`config.mk`:
```
export PLATFORM = sky130hd
export DESIGN_NAME = line_rasterizer_core
export DESIGN_NICKNAME = d
export VERILOG_FILES = /design/src/hdl/lr_pkg.sv /design/src/hdl/line_rasterizer_core.sv
export SDC_FILE = /design/constraint.sdc
export NUM_CORES = 1
export LEC_CHECK = 0
export ABC_AREA = 1
export BUFFER_PORTS_ARGS = -buffer_cell sky130_fd_sc_hd__clkbuf_2
export CAP_MARGIN = 5
export CORE_ASPECT_RATIO = 1.75
export CORE_MARGIN = 5
export CORE_UTILIZATION = 51
export CTS_CLUSTER_SIZE = 14
export DETAILED_ROUTE_END_ITERATION = 10
export GPL_ROUTABILITY_DRIVEN = 0
export HOLD_SLACK_MARGIN = 0.08
export PLACE_DENSITY = 0.69
export SYNTH_ARGS = -nofsm -noshare
export SYNTH_HDL_FRONTEND = slang
export SYNTH_SLANG_ARGS = --single-unit
```
`constraint.sdc`:
```
create_clock -name clk -period 7.7 [get_ports clk]
set_input_delay 0.385 -clock clk [delete_from_list [all_inputs] [get_ports clk]]
set_output_delay 0.385 -clock clk [all_outputs]
set_load 0.005 [all_outputs]
```
`src/hdl/lr_pkg.sv`:
```
// ----------------------------------------------------------------------------
// lr_pkg
// widths and operation codes of the line rasterizer
// ----------------------------------------------------------------------------
`timescale 1ns / 1ps

package lr_pkg;

  localparam int CW = 12;          // coordinate width
  localparam int IN_W = 4 * CW;    // packed endpoints
  localparam int IN_BYTES = (IN_W + 7) / 8;
  localparam int OUT_W = 2 * CW;
  localparam int OUT_BYTES = (OUT_W + 7) / 8;

  typedef enum logic {
    OP_START = 1'b0,
    OP_STEP  = 1'b1
  } op_t;

endpackage

```
`src/hdl/line_rasterizer_core.sv`:
```
// latency: a step item accepted at one edge shows its point on m_tdata from the next cycle
// throughput: one item per cycle while the output is not stalled; the state registers and
// the result register are each updated by one add and compare stage, so starts and steps
// may follow back to back; a start item produces no result and a step while idle is dropped
// reset: rst, synchronous, clears the active flag and the result valid; no clearing pass
// ----------------------------------------------------------------------------
// line_rasterizer_core
// bresenham line walker with an exact integer error term, one point per step item
// ----------------------------------------------------------------------------
`timescale 1ns / 1ps

module line_rasterizer_core (
  input  logic                            clk,
  input  logic                            rst,
  input  logic                            s_tvalid,
  output logic                            s_tready,
  // start_x, start_y, end_x, end_y from bit 0 up
  input  logic [8*lr_pkg::IN_BYTES-1:0]   s_tdata,
  // operation
  input  logic                            s_tuser,
  output logic                            m_tvalid,
  input  logic                            m_tready,
  // point_x, point_y from bit 0 up
  output logic [8*lr_pkg::OUT_BYTES-1:0]  m_tdata,
  // last_point
  output logic                            m_tlast
);

  localparam int CW = lr_pkg::CW;

  logic                 active;
  logic                 axes_swapped;
  logic [CW-1:0]        major_pos;
  logic [CW-1:0]        minor_pos;
  logic [CW-1:0]        major_end;
  logic                 major_neg;
  logic                 minor_neg;
  logic [CW:0]          twice_minor_delta;
  logic [CW-1:0]        major_delta;
  logic signed [CW+1:0] error_acc;

  logic [CW-1:0]        point_x;
  logic [CW-1:0]        point_y;

  logic                 accept;
  lr_pkg::op_t          op;
  logic [CW-1:0]        sx, sy, ex, ey;
  logic [CW-1:0]        dx, dy;
  logic                 swap;
  logic [CW-1:0]        ms, me, ns, ne;
  logic                 last;
  logic                 emit;
  logic signed [CW+2:0] err_sum;
  logic signed [CW+2:0] err_wrap;
  logic                 minor_step;

  assign s_tready = !m_tvalid || m_tready;
  assign accept   = s_tvalid && s_tready;
  assign op       = lr_pkg::op_t'(s_tuser);

  assign sx = s_tdata[CW-1:0];
  assign sy = s_tdata[2*CW-1:CW];
  assign ex = s_tdata[3*CW-1:2*CW];
  assign ey = s_tdata[4*CW-1:3*CW];

  // endpoint set-up for a start item
  always_comb begin
    dx   = (ex >= sx) ? ex - sx : sx - ex;
    dy   = (ey >= sy) ? ey - sy : sy - ey;
    swap = dy > dx;
    if (swap) begin
      ms = sy; me = ey; ns = sx; ne = ex;
    end else begin
      ms = sx; me = ex; ns = sy; ne = ey;
    end
  end

  // error term: stored value stays in (-major_delta, major_delta]
  always_comb begin
    last       = major_pos == major_end;
    emit       = accept && (op == lr_pkg::OP_STEP) && active;
    err_sum    = $signed({error_acc[CW+1], error_acc}) + $signed({2'b00, twice_minor_delta});
    minor_step = err_sum > $signed({3'b000, major_delta});
    err_wrap   = err_sum - $signed({2'b00, major_delta, 1'b0});
  end

  always_ff @(posedge clk) begin
    if (rst) begin
      active            <= 1'b0;
      axes_swapped      <= 1'b0;
      major_pos         <= '0;
      minor_pos         <= '0;
      major_end         <= '0;
      major_neg         <= 1'b0;
      minor_neg         <= 1'b0;
      twice_minor_delta <= '0;
      major_delta       <= '0;
      error_acc         <= '0;
    end else if (accept && op == lr_pkg::OP_START) begin
      active            <= 1'b1;
      axes_swapped      <= swap;
      major_pos         <= ms;
      major_end         <= me;
      minor_pos         <= ns;
      major_neg         <= ms > me;
      minor_neg         <= ne < ns;
      major_delta       <= (me >= ms) ? me - ms : ms - me;
      twice_minor_delta <= {((ne >= ns) ? ne - ns : ns - ne), 1'b0};
      error_acc         <= '0;
    end else if (emit) begin
      if (last) begin
        active <= 1'b0;
      end else begin
        major_pos <= major_neg ? major_pos - 1'b1 : major_pos + 1'b1;
        if (minor_step) begin
          minor_pos <= minor_neg ? minor_pos - 1'b1 : minor_pos + 1'b1;
          error_acc <= err_wrap[CW+1:0];
        end else begin
          error_acc <= err_sum[CW+1:0];
        end
      end
    end
  end

  // result register
  always_ff @(posedge clk) begin
    if (rst) begin
      m_tvalid <= 1'b0;
    end else if (emit) begin
      m_tvalid <= 1'b1;
    end else if (m_tready) begin
      m_tvalid <= 1'b0;
    end
  end

  always_ff @(posedge clk) begin
    if (emit) begin
      point_x <= axes_swapped ? minor_pos : major_pos;
      point_y <= axes_swapped ? major_pos : minor_pos;
      m_tlast <= last;
    end
  end

  assign m_tdata = {{(8*lr_pkg::OUT_BYTES-lr_pkg::OUT_W){1'b0}}, point_y, point_x};

endmodule

```
==> results of run 1 <==
## cell usage in the layout, fill, tap and decap left out, types with 5 or more instances in the layout
cell type  count
clkbuf_16      9
o21ai_0      180
fa_1          12
or2_2          6
o22ai_1        7
mux2i_1        8
nand3_2        9
o21bai_1       9
nand2_4        8
a21oi_1      159
clkbuf_2      79
o221ai_1       5
nand3_1       83
edfxtp_1      25
nor2_1        85
xor2_1        45
xnor2_1       32
nand2_2       19
inv_2          5
nand2_1      374
dfxtp_1       78
ha_1         157
inv_1        250
a21o_1        10
a221oi_1       9
nand4_1       15
a31oi_1       12
o211ai_1       5
buf_4         24
o21ai_1        7
## cell type report
cell class	count	share of cell area
tap	300	0.02992
sequential	103	0.1843
inverter	257	0.07688
clock inverter	7	0.004188
clock buffer	9	0.01795
timing repair buffer	103	0.04587
multi-input combinational	1297	0.6409
## sequential cells by signal, summed over array words and instances (netlist names), 12 cells and up
name,cells
major_delta,12
point_x,12
error_acc,13
minor_pos,12
major_end,12
twice_minor_delta,12
major_pos,12
point_y,12
## metal layers
layer | GRT usage | vias to the layer above | wire length, um
met2 | 0.5330 | 433 | 19610
met5 | 0 | - | 0
met3 | 0.03331 | 158 | 1798
li1 | - | 5771 | -
met4 | 0.2363 | 0 | 3501
met1 | 0.2950 | 5410 | 12930
## critical path, delay by kind of cell
| family | cells | cell delay [ns] |
|---|---|---|
| fa+ha+maj | 3 | 1.06 |
| buf+inv | 10 | 1.33 |
| simple gates | 15 | 2.59 |
| compound gates | 8 | 1.79 |
| xor+xnor | 1 | 0.16 |
## kinds of logic after synthesis
| kind of cell | share of synthesized area |
|---|---|
| XOR/XNOR | 0.05837 |
| AND/OR/NAND/NOR | 0.2342 |
| buffers and inverters | 0.1043 |
| multiplexers | 0.007906 |
| adder cells (fa/ha/maj) | 0.1908 |
| AO/OA/AOI/OAI | 0.2042 |
| flip-flops | 0.2001 |
## power groups by stage
stage	logic (mW)	clock network [mW]	registers [mW]
after floorplan	3.20	0	0.716
after global placement	4.20	0	0.760
after detailed placement	4.24	0	0.762
after CTS	4.27	0.450	0.751
after global routing	4.81	0.476	0.761
final	4.35	0.444	0.751
## worst paths after layout
kind	end	slack, ns
worst min-delay path	m_tvalid	0.33
worst min register to register	major_delta[11]	0.47
worst max register to register	minor_pos[0]	3.02
worst max-delay path	major_delta[2]	0.56
==> impl_metrics.py, run 1 <==
metrics = {
    "sta": {
        "hold_viol": 0,
        "drv_slew": 0,
        "post-route-min-period_ns": 7.138,
        "max_freq_mhz": 140.1,
        "skew_ns": 0.009402,
        "fin_ws_ns": 0.5618,
        "fin_crit_sh": 0.9270,
        "rsz0062_at_grt": "false",
        "worst_slew_pin_slew_ns": 1.060,
        "slew_headroom": 0.2860,
        "setup_tns_ns": 0,
        "setup-violations-final": 0,
        "hold_slack_ns": 0.3271,
    },
    "critical_path": {
        "endpoint_kind": "flop",
        "slowest_stage": "o21ai_0",
        "r2r_start": "twice_minor_delta[3]",
        "setup.worst_path.start": "s_tdata[21]",
        "path_max_fanout": 57,
        "reg2reg_depth": 21,
        "crit_required_ns": 7.94,
        "arrival_ns": 7.37,
        "path_class": "input pin to flop",
        "crit_top_cell": "nand2_1",
        "max_stage_delay_ns": 0.76,
        "critPathLaunchType": "input pin",
    },
    "synth": {
        "synth_area_per_cell_um2": 6.772,
        "netlist_area_um2": 11550,
        "synthArstFlopShare": 0,
        "synthTopCellsByArea": "ha_1 (17%), dfxtp_1 (14%), nand2_1 (12%)",
        "synth.largest_area_cell": "ha_1",
        "synth_top_area_frac": 0.1700,
        "yosys-top-cells-count": "nand2_1 (374), inv_1 (250), o21ai_0 (180), a21oi_1 (159), ha_1 (157)",
        "synth_nets": 1928,
        "yosysMostFrequentCell": "nand2_1",
        "synth-edff-count": 25,
        "ys_ff_latch": 103,
        "synth-seq-area-share": 0.2001,
        "yosys_warnings": 0,
        "synthCells": 1706,
        "synth_cell_types": 56,
        "ys.flop_type": "dfxtp_1",
    },
    "clock_tree": {
        "cts.sinks": 103,
        "post_cts_buffers": 0,
        "cts_hold_buf": 0,
        "clockBufferDepth": 2,
        "cts-root-buf": "clkbuf_16",
        "cts_tree": "done",
        "cts-resized-gates": 0,
        "cts_made_buffers": 9,
        "htreeDepth": 3,
        "clkLatencyLatePin_ns": 0.36,
        "path_clk_slew_ns": 0.07,
    },
    "pwr": {
        "total_leakage_power_nw": 6.315,
        "fin_total_pwr_mw": 5.548,
        "cellPowerDensity_nw_per_um2": 442.2,
        "power.switching_mw": 3.185,
        "internal-power_mw": 2.363,
        "p_sw_frac": 0.5741,
        "seq_power_share": 0.135,
        "vdd_drop_max_mv": 0.3345,
        "p_clk_frac": 0.080,
        "combPwrFrac": 0.785,
    },
    "die": {
        "io_pins": 80,
        "rows": 73,
        "die_h_um": 209.1,
        "core_area_um2": 22560,
        "dieArea_um2": 25880,
        "start_util": 0.5121,
        "die_w_um": 123.8,
    },
    "detailed_routing": {
        "drt_first_pass_iters": 5,
        "ant_nets": 0,
        "drc": 0,
        "initialDrtViolationCount": 815,
        "vias": 11772,
        "vias_per_cell": 5.671,
        "routedWlPerCell_um": 18.23,
        "routed_wl_mm": 37.84,
    },
    "placed_design": {
        "place_area_um2": 12270,
        "placed_cells": 2060,
        "port_buffers": 79,
        "dp_hpwl_mm": 31.44,
        "dp_slack_ns": 0.5304,
    },
    "min_path": {
        "holdCritPathClass": "input pin to flop",
        "min_delay_path_depth": 4,
        "hold_start": "m_tready",
    },
    "finish": {
        "fin_cells": 2076,
        "fillers": 2258,
        "final_nets": 1993,
        "regArea_um2": 2312,
        "multiInputGateArea_um2": 8041,
        "syn2layout_area_growth_pct": 8.598,
        "antenna_cells": 0,
        "drive_gt1_frac": 0.1025,
        "utilization": 0.5562,
        "postLayoutCellArea_um2": 12550,
    },
    "global_route": {
        "grt_pass1_vias": 11581,
        "grt-ovfl-total": 0,
        "antenna_found_initial": 0,
        "grt_pass1_wl_mm": 59.20,
        "grt_max_degree": 58,
        "grt_usage": 0.2954,
    },
    "run_status": {
        "status": "finished, final reports clean",
    },
    "job": {
        "drv_cap": 0,
    },
}
Note: power is estimated with default switching activity, not from simulation.
==> run 2: changes to the inputs <==
--- a/config.mk
+++ b/config.mk
@@ -10,12 +10,14 @@
 export CAP_MARGIN = 5
 export CORE_ASPECT_RATIO = 1.75
 export CORE_MARGIN = 5
-export CORE_UTILIZATION = 51
+export CORE_UTILIZATION = 55
 export CTS_CLUSTER_SIZE = 14
 export DETAILED_ROUTE_END_ITERATION = 10
 export GPL_ROUTABILITY_DRIVEN = 0
 export HOLD_SLACK_MARGIN = 0.08
-export PLACE_DENSITY = 0.69
+export PLACE_DENSITY = 0.74
+export SKIP_CTS_REPAIR_TIMING = 1
+export SLEW_MARGIN = 15
 export SYNTH_ARGS = -nofsm -noshare
 export SYNTH_HDL_FRONTEND = slang
 export SYNTH_SLANG_ARGS = --single-unit
==> run 2 against run 1 <==
  * Count of clock-buffer cells in the layout is the same
  * Clock skew rose by 0.0047 ns
  * Clock power is 1% higher
  * Critical path type unchanged
  * Largest power group unchanged
  * Power up 0.58%
  * Setup slack improved by 0.029 ns
  * Fmax up 0.41%
  * Sequential power about the same
  * Worst hold slack gained 0.0018 ns
==> impl_metrics.py, run 2 (same netlist as run 1, synthesis figures left out) <==
metrics = {
    "clock_tree": {
        "cts-root-buf": "clkbuf_16",
        "clockBufferDepth": 2,
        "clkLatencyLatePin_ns": 0.36,
        "cts.sinks": 103,
        "path_clk_slew_ns": 0.08,
        "htreeDepth": 3,
        "cts_tree": "done",
        "cts_made_buffers": 9,
    },
    "critical_path": {
        "rrSetupSlack_ns": 2.99,
        "critPathLaunchType": "input pin",
        "arrival_ns": 7.36,
        "r2r_end": "minor_pos[0]",
        "path_max_fanout": 51,
        "path_class": "input pin to flop",
        "crit_required_ns": 7.95,
        "crit_top_cell": "nand2_1",
        "max_stage_delay_ns": 0.62,
        "slowest_stage": "o21ai_0",
        "reg2reg_depth": 21,
        "endpoint_kind": "flop",
        "r2r_start": "twice_minor_delta[3]",
    },
    "finish": {
        "layout_commonest_cell": "nand2_1",
        "layout_common_cells": "nand2_1 (374), inv_1 (250), o21ai_0 (180)",
        "top_register": "error_acc",
        "drive_gt1_frac": 0.1035,
        "antenna_cells": 0,
        "syn2layout_area_growth_pct": 8.231,
        "largest_reg_flops": 13,
        "final_nets": 1994,
    },
    "global_route": {
        "grt_pass1_wl_mm": 59.18,
        "antenna_found_initial": 0,
        "grt_max_degree": 52,
        "grt_usage": 0.3082,
        "grt_pass1_vias": 11842,
        "grt-ovfl-total": 0,
    },
    "die": {
        "core_area_um2": 20850,
        "die_w_um": 119.6,
        "die_h_um": 201.7,
        "dieArea_um2": 24120,
        "rows": 70,
        "io_pins": 80,
        "start_util": 0.5543,
    },
    "detailed_routing": {
        "ant_nets": 0,
        "drt_first_pass_iters": 6,
        "initialDrtViolationCount": 888,
        "routed_wl_mm": 37.39,
        "drc": 0,
        "routedWlPerCell_um": 18.43,
        "vias_per_cell": 5.795,
        "vias": 11758,
    },
    "min_path": {
        "hold_start": "m_tready",
        "whs_endpoint": "m_tvalid",
        "holdCritPathClass": "input pin to flop",
        "min_delay_path_depth": 4,
    },
    "sta": {
        "worst_slew_pin_slew_ns": 1.150,
        "setup-violations-final": 0,
        "hold_viol": 0,
        "skew_ns": 0.01407,
        "slew_headroom": 0.2250,
        "setup_tns_ns": 0,
        "max_freq_mhz": 140.7,
        "post-route-min-period_ns": 7.109,
        "rsz0062_at_grt": "false",
        "drv_slew": 0,
        "fin_crit_sh": 0.9233,
    },
    "run_status": {
        "status": "finished, final reports clean",
    },
    "pwr": {
        "fin_total_pwr_mw": 5.580,
        "total_leakage_power_nw": 6.325,
        "cellPowerDensity_nw_per_um2": 446.2,
        "vdd_drop_max_mv": 0.3340,
    },
    "job": {
        "drv_cap": 0,
    },
    "placed_design": {
        "dp_hpwl_mm": 30.82,
        "port_buffers": 79,
    },
}
==> run 2: cell types whose count changed in the layout (fill, tap and decap cells not counted), sizes merged <==
cell  delta
buf      +1
==> run 2: layer usage <==
metal | GRT usage | up-vias | share of wire
li1 | - | 5772 | -
met1 | 0.2965 | 5360 | 0.34
met2 | 0.5756 | 464 | 0.52
met3 | 0.04781 | 162 | 0.056
met4 | 0.2339 | 0 | 0.089
met5 | 0 | - | 0
==> run 2: worst max-delay path, delay by kind of cell <==
family	cells	cell delay (ns)
AO/OA/AOI/OAI	8	1.38
XOR/XNOR	2	0.27
adder cells (fa/ha/maj)	4	1.36
buffers and inverters	8	0.98
AND/OR/NAND/NOR	15	2.97
==> run 2: per-stage QoR <==
step	std cells	worst slack [ns]	hold slack [ns]	util	cell area (um^2)
6_report	2029	0.5909	0.3288	0.5999	12500
5_1_grt	2029	0.05601	0.3605	0.5999	12500
4_1_cts	2029	0.7847	0.3296	0.5999	12500
3_5_place_dp	2013	0.4290	0.4484	0.5861	12220
3_3_place_gp	2013	0.5154	0.4390	0.5861	12220
2_1_floorplan	1706	1.734	0.4243	-	11550
==> run 2: how the worst max path moves through the flow <==
stage	startpoint	endpoint	slack (ns)	depth (start not counted)
after floorplan	s_tdata[24]	twice_minor_delta[12]	1.73	39
after global placement	s_tdata[21]	twice_minor_delta[12]	0.52	37
after detailed placement	s_tdata[21]	twice_minor_delta[12]	0.43	37
after CTS	s_tdata[21]	twice_minor_delta[12]	0.78	37
after global routing	s_tdata[21]	twice_minor_delta[12]	0.06	37
final	s_tdata[21]	twice_minor_delta[12]	0.59	37
==> run 2: final cells by class <==
cell class              instances  area [um^2]
clock buffers                   9        225.2
well taps                     252        315.3
flip-flops and latches        103         2312
inverters                     257        964.7
repair buffers                104        583.1
multi-input cells            1297         8041
clock inverters                 7        62.56
fillers                      2058         8341
==> run 2: power breakdown <==
| group | internal, mW | switching, mW |
|---|---|---|
| Combinational | 1.49 | 2.89 |
| Clock | 0.227 | 0.222 |
| Sequential | 0.653 | 0.0986 |
==> run 3: changes to the inputs <==
--- a/config.mk
+++ b/config.mk
@@ -8,7 +8,7 @@
 export ABC_AREA = 1
 export BUFFER_PORTS_ARGS = -buffer_cell sky130_fd_sc_hd__clkbuf_2
 export CAP_MARGIN = 5
-export CORE_ASPECT_RATIO = 1.75
+export CORE_ASPECT_RATIO = 2
 export CORE_MARGIN = 5
 export CORE_UTILIZATION = 55
 export CTS_CLUSTER_SIZE = 14
==> run 3 against run 2 <==
  * Critical endpoint is now twice_minor_delta[3]
  * Combinational power grew 2%
  * Via count grew 2.6%
  * Global-route usage grew 1.4 points
  * Non-clock buffer count grew 2
  * First-iteration DRC count shrank 15%
  * Cell area grew 0.40%
  * Setup slack gained 0.37 ns
  * Sequential cell count is the same
  * Clock power grew 0.9%
  * Count of clock-buffer cells in the layout grew 2
  * Sequential power shrank 0.5%
==> impl_metrics.py, run 3 (same netlist as run 1, synthesis figures left out) <==
metrics = {
    "finish": {
        "syn2layout_area_growth_pct": 8.663,
        "fillers": 2080,
        "postLayoutCellArea_um2": 12550,
        "largest_reg_flops": 13,
        "drive_gt1_frac": 0.1040,
        "utilization": 0.6026,
        "antenna_cells": 0,
        "top_register": "error_acc",
        "layout_common_cells": "nand2_1 (374), inv_1 (250), o21ai_0 (180)",
        "final_nets": 1996,
        "layout_commonest_cell": "nand2_1",
    },
    "die": {
        "start_util": 0.5546,
        "core_area_um2": 20830,
        "rows": 75,
        "die_w_um": 112.5,
        "dieArea_um2": 24180,
        "die_h_um": 215.0,
        "io_pins": 80,
    },
    "critical_path": {
        "setup.worst_path.start": "s_tdata[21]",
        "path_class": "input pin to flop",
        "crit_top_cell": "nand2_1",
        "path_max_fanout": 43,
        "arrival_ns": 7.00,
        "max_stage_delay_ns": 0.56,
        "rrSetupSlack_ns": 3.05,
        "r2r_start": "twice_minor_delta[3]",
        "r2r_end": "minor_pos[0]",
        "reg2reg_depth": 21,
        "critPathLaunchType": "input pin",
        "endpoint_kind": "flop",
        "crit_required_ns": 7.96,
        "crit_path_end": "twice_minor_delta[3]",
        "slowest_stage": "o21ai_0",
    },
    "clock_tree": {
        "cts_tree": "done",
        "cts-root-buf": "clkbuf_16",
        "htreeDepth": 3,
        "path_clk_slew_ns": 0.08,
        "clockBufferDepth": 2,
        "clkLatencyLatePin_ns": 0.37,
        "cts_made_buffers": 9,
        "cts.sinks": 103,
    },
    "sta": {
        "hold_viol": 0,
        "drv_slew": 0,
        "rsz0062_at_grt": "false",
        "hold_slack_ns": 0.3285,
        "setup_tns_ns": 0,
        "fin_crit_sh": 0.8751,
        "worst_slew_pin_slew_ns": 1.056,
        "post-route-min-period_ns": 6.738,
        "skew_ns": 0.01159,
        "setup-violations-final": 0,
        "max_freq_mhz": 148.4,
        "slew_headroom": 0.2883,
    },
    "placed_design": {
        "dp_hpwl_mm": 32.30,
        "place_area_um2": 12270,
        "port_buffers": 79,
    },
    "detailed_routing": {
        "initialDrtViolationCount": 753,
        "vias": 12063,
        "drt_first_pass_iters": 6,
        "ant_nets": 0,
        "vias_per_cell": 5.890,
        "routed_wl_mm": 39.23,
        "routedWlPerCell_um": 19.16,
        "drc": 0,
    },
    "global_route": {
        "antenna_found_initial": 0,
        "grt_pass1_vias": 12047,
        "grt_max_degree": 56,
        "grt_usage": 0.3219,
        "grt_pass1_wl_mm": 61.00,
        "grt-ovfl-total": 0,
    },
    "pwr": {
        "power.switching_mw": 3.262,
        "p_clk_frac": 0.080,
        "cellPowerDensity_nw_per_um2": 451.2,
        "internal-power_mw": 2.403,
        "p_sw_frac": 0.5758,
        "combPwrFrac": 0.788,
        "total_leakage_power_nw": 6.338,
        "seq_power_share": 0.132,
        "vdd_drop_max_mv": 0.2156,
    },
    "min_path": {
        "holdCritPathClass": "input pin to flop",
        "hold_start": "m_tready",
    },
    "job": {
        "drv_cap": 0,
    },
    "run_status": {
        "status": "finished, final reports clean",
    },
}
run 3: routing by layer:
layer | track usage | wire length [um] | up-vias
li1 | - | - | 5786
met2 | 0.5834 | 19970 | 519
met4 | 0.3053 | 4553 | 0
met3 | 0.06867 | 2431 | 236
met5 | 0 | 0 | -
met1 | 0.2837 | 12280 | 5522
run 3: stage by stage:
| stage | setup WS, ns | total power, mW | std cells |
|---|---|---|---|
| 2_1_floorplan | 1.734 | 3.916 | 1706 |
| 3_3_place_gp | 0.8476 | 4.995 | 2032 |
| 3_5_place_dp | 0.7541 | 5.056 | 2032 |
| 4_1_cts | 1.138 | 5.523 | 2048 |
| 5_1_grt | 0.5216 | 6.150 | 2048 |
| 6_report | 0.9620 | 5.664 | 2048 |
run 3: worst min-delay path by stage:
stage | endpoint | slack (ns) | depth (start not counted)
finish | m_tvalid | 0.33 | 4
global route | m_tvalid | 0.39 | 4
CTS | m_tvalid | 0.33 | 4
detailed placement | major_delta[11] | 0.44 | 2
global placement | major_delta[11] | 0.44 | 2
floorplan | twice_minor_delta[3] | 0.42 | 2
run 3: layout make-up:
class | instances | area [um^2] | share of cell area
sequential | 103 | 2312 | 0.1842
timing repair buffer | 106 | 610.6 | 0.04863
multi-input combinational | 1297 | 8041 | 0.6405
clock inverter | 5 | 46.29 | 0.003687
clock buffer | 11 | 242.7 | 0.01933
tap | 269 | 336.6 | 0.02681
inverter | 257 | 964.7 | 0.07684
run 3: worst max-delay path, delay by kind of cell:
family | cells | cell delay [ns]
adder cells (fa/ha/maj) | 4 | 1.29
XOR/XNOR | 1 | 0.15
AO/OA/AOI/OAI | 10 | 1.94
AND/OR/NAND/NOR | 15 | 2.06
buffers and inverters | 9 | 1.15
run 3: power groups by stage:
stage	registers (mW)	clock network [mW]	logic (mW)
6_report	0.748	0.453	4.46
3_3_place_gp	0.757	0	4.24
2_1_floorplan	0.716	0	3.20
4_1_cts	0.747	0.456	4.32
5_1_grt	0.757	0.480	4.91
3_5_place_dp	0.759	0	4.30
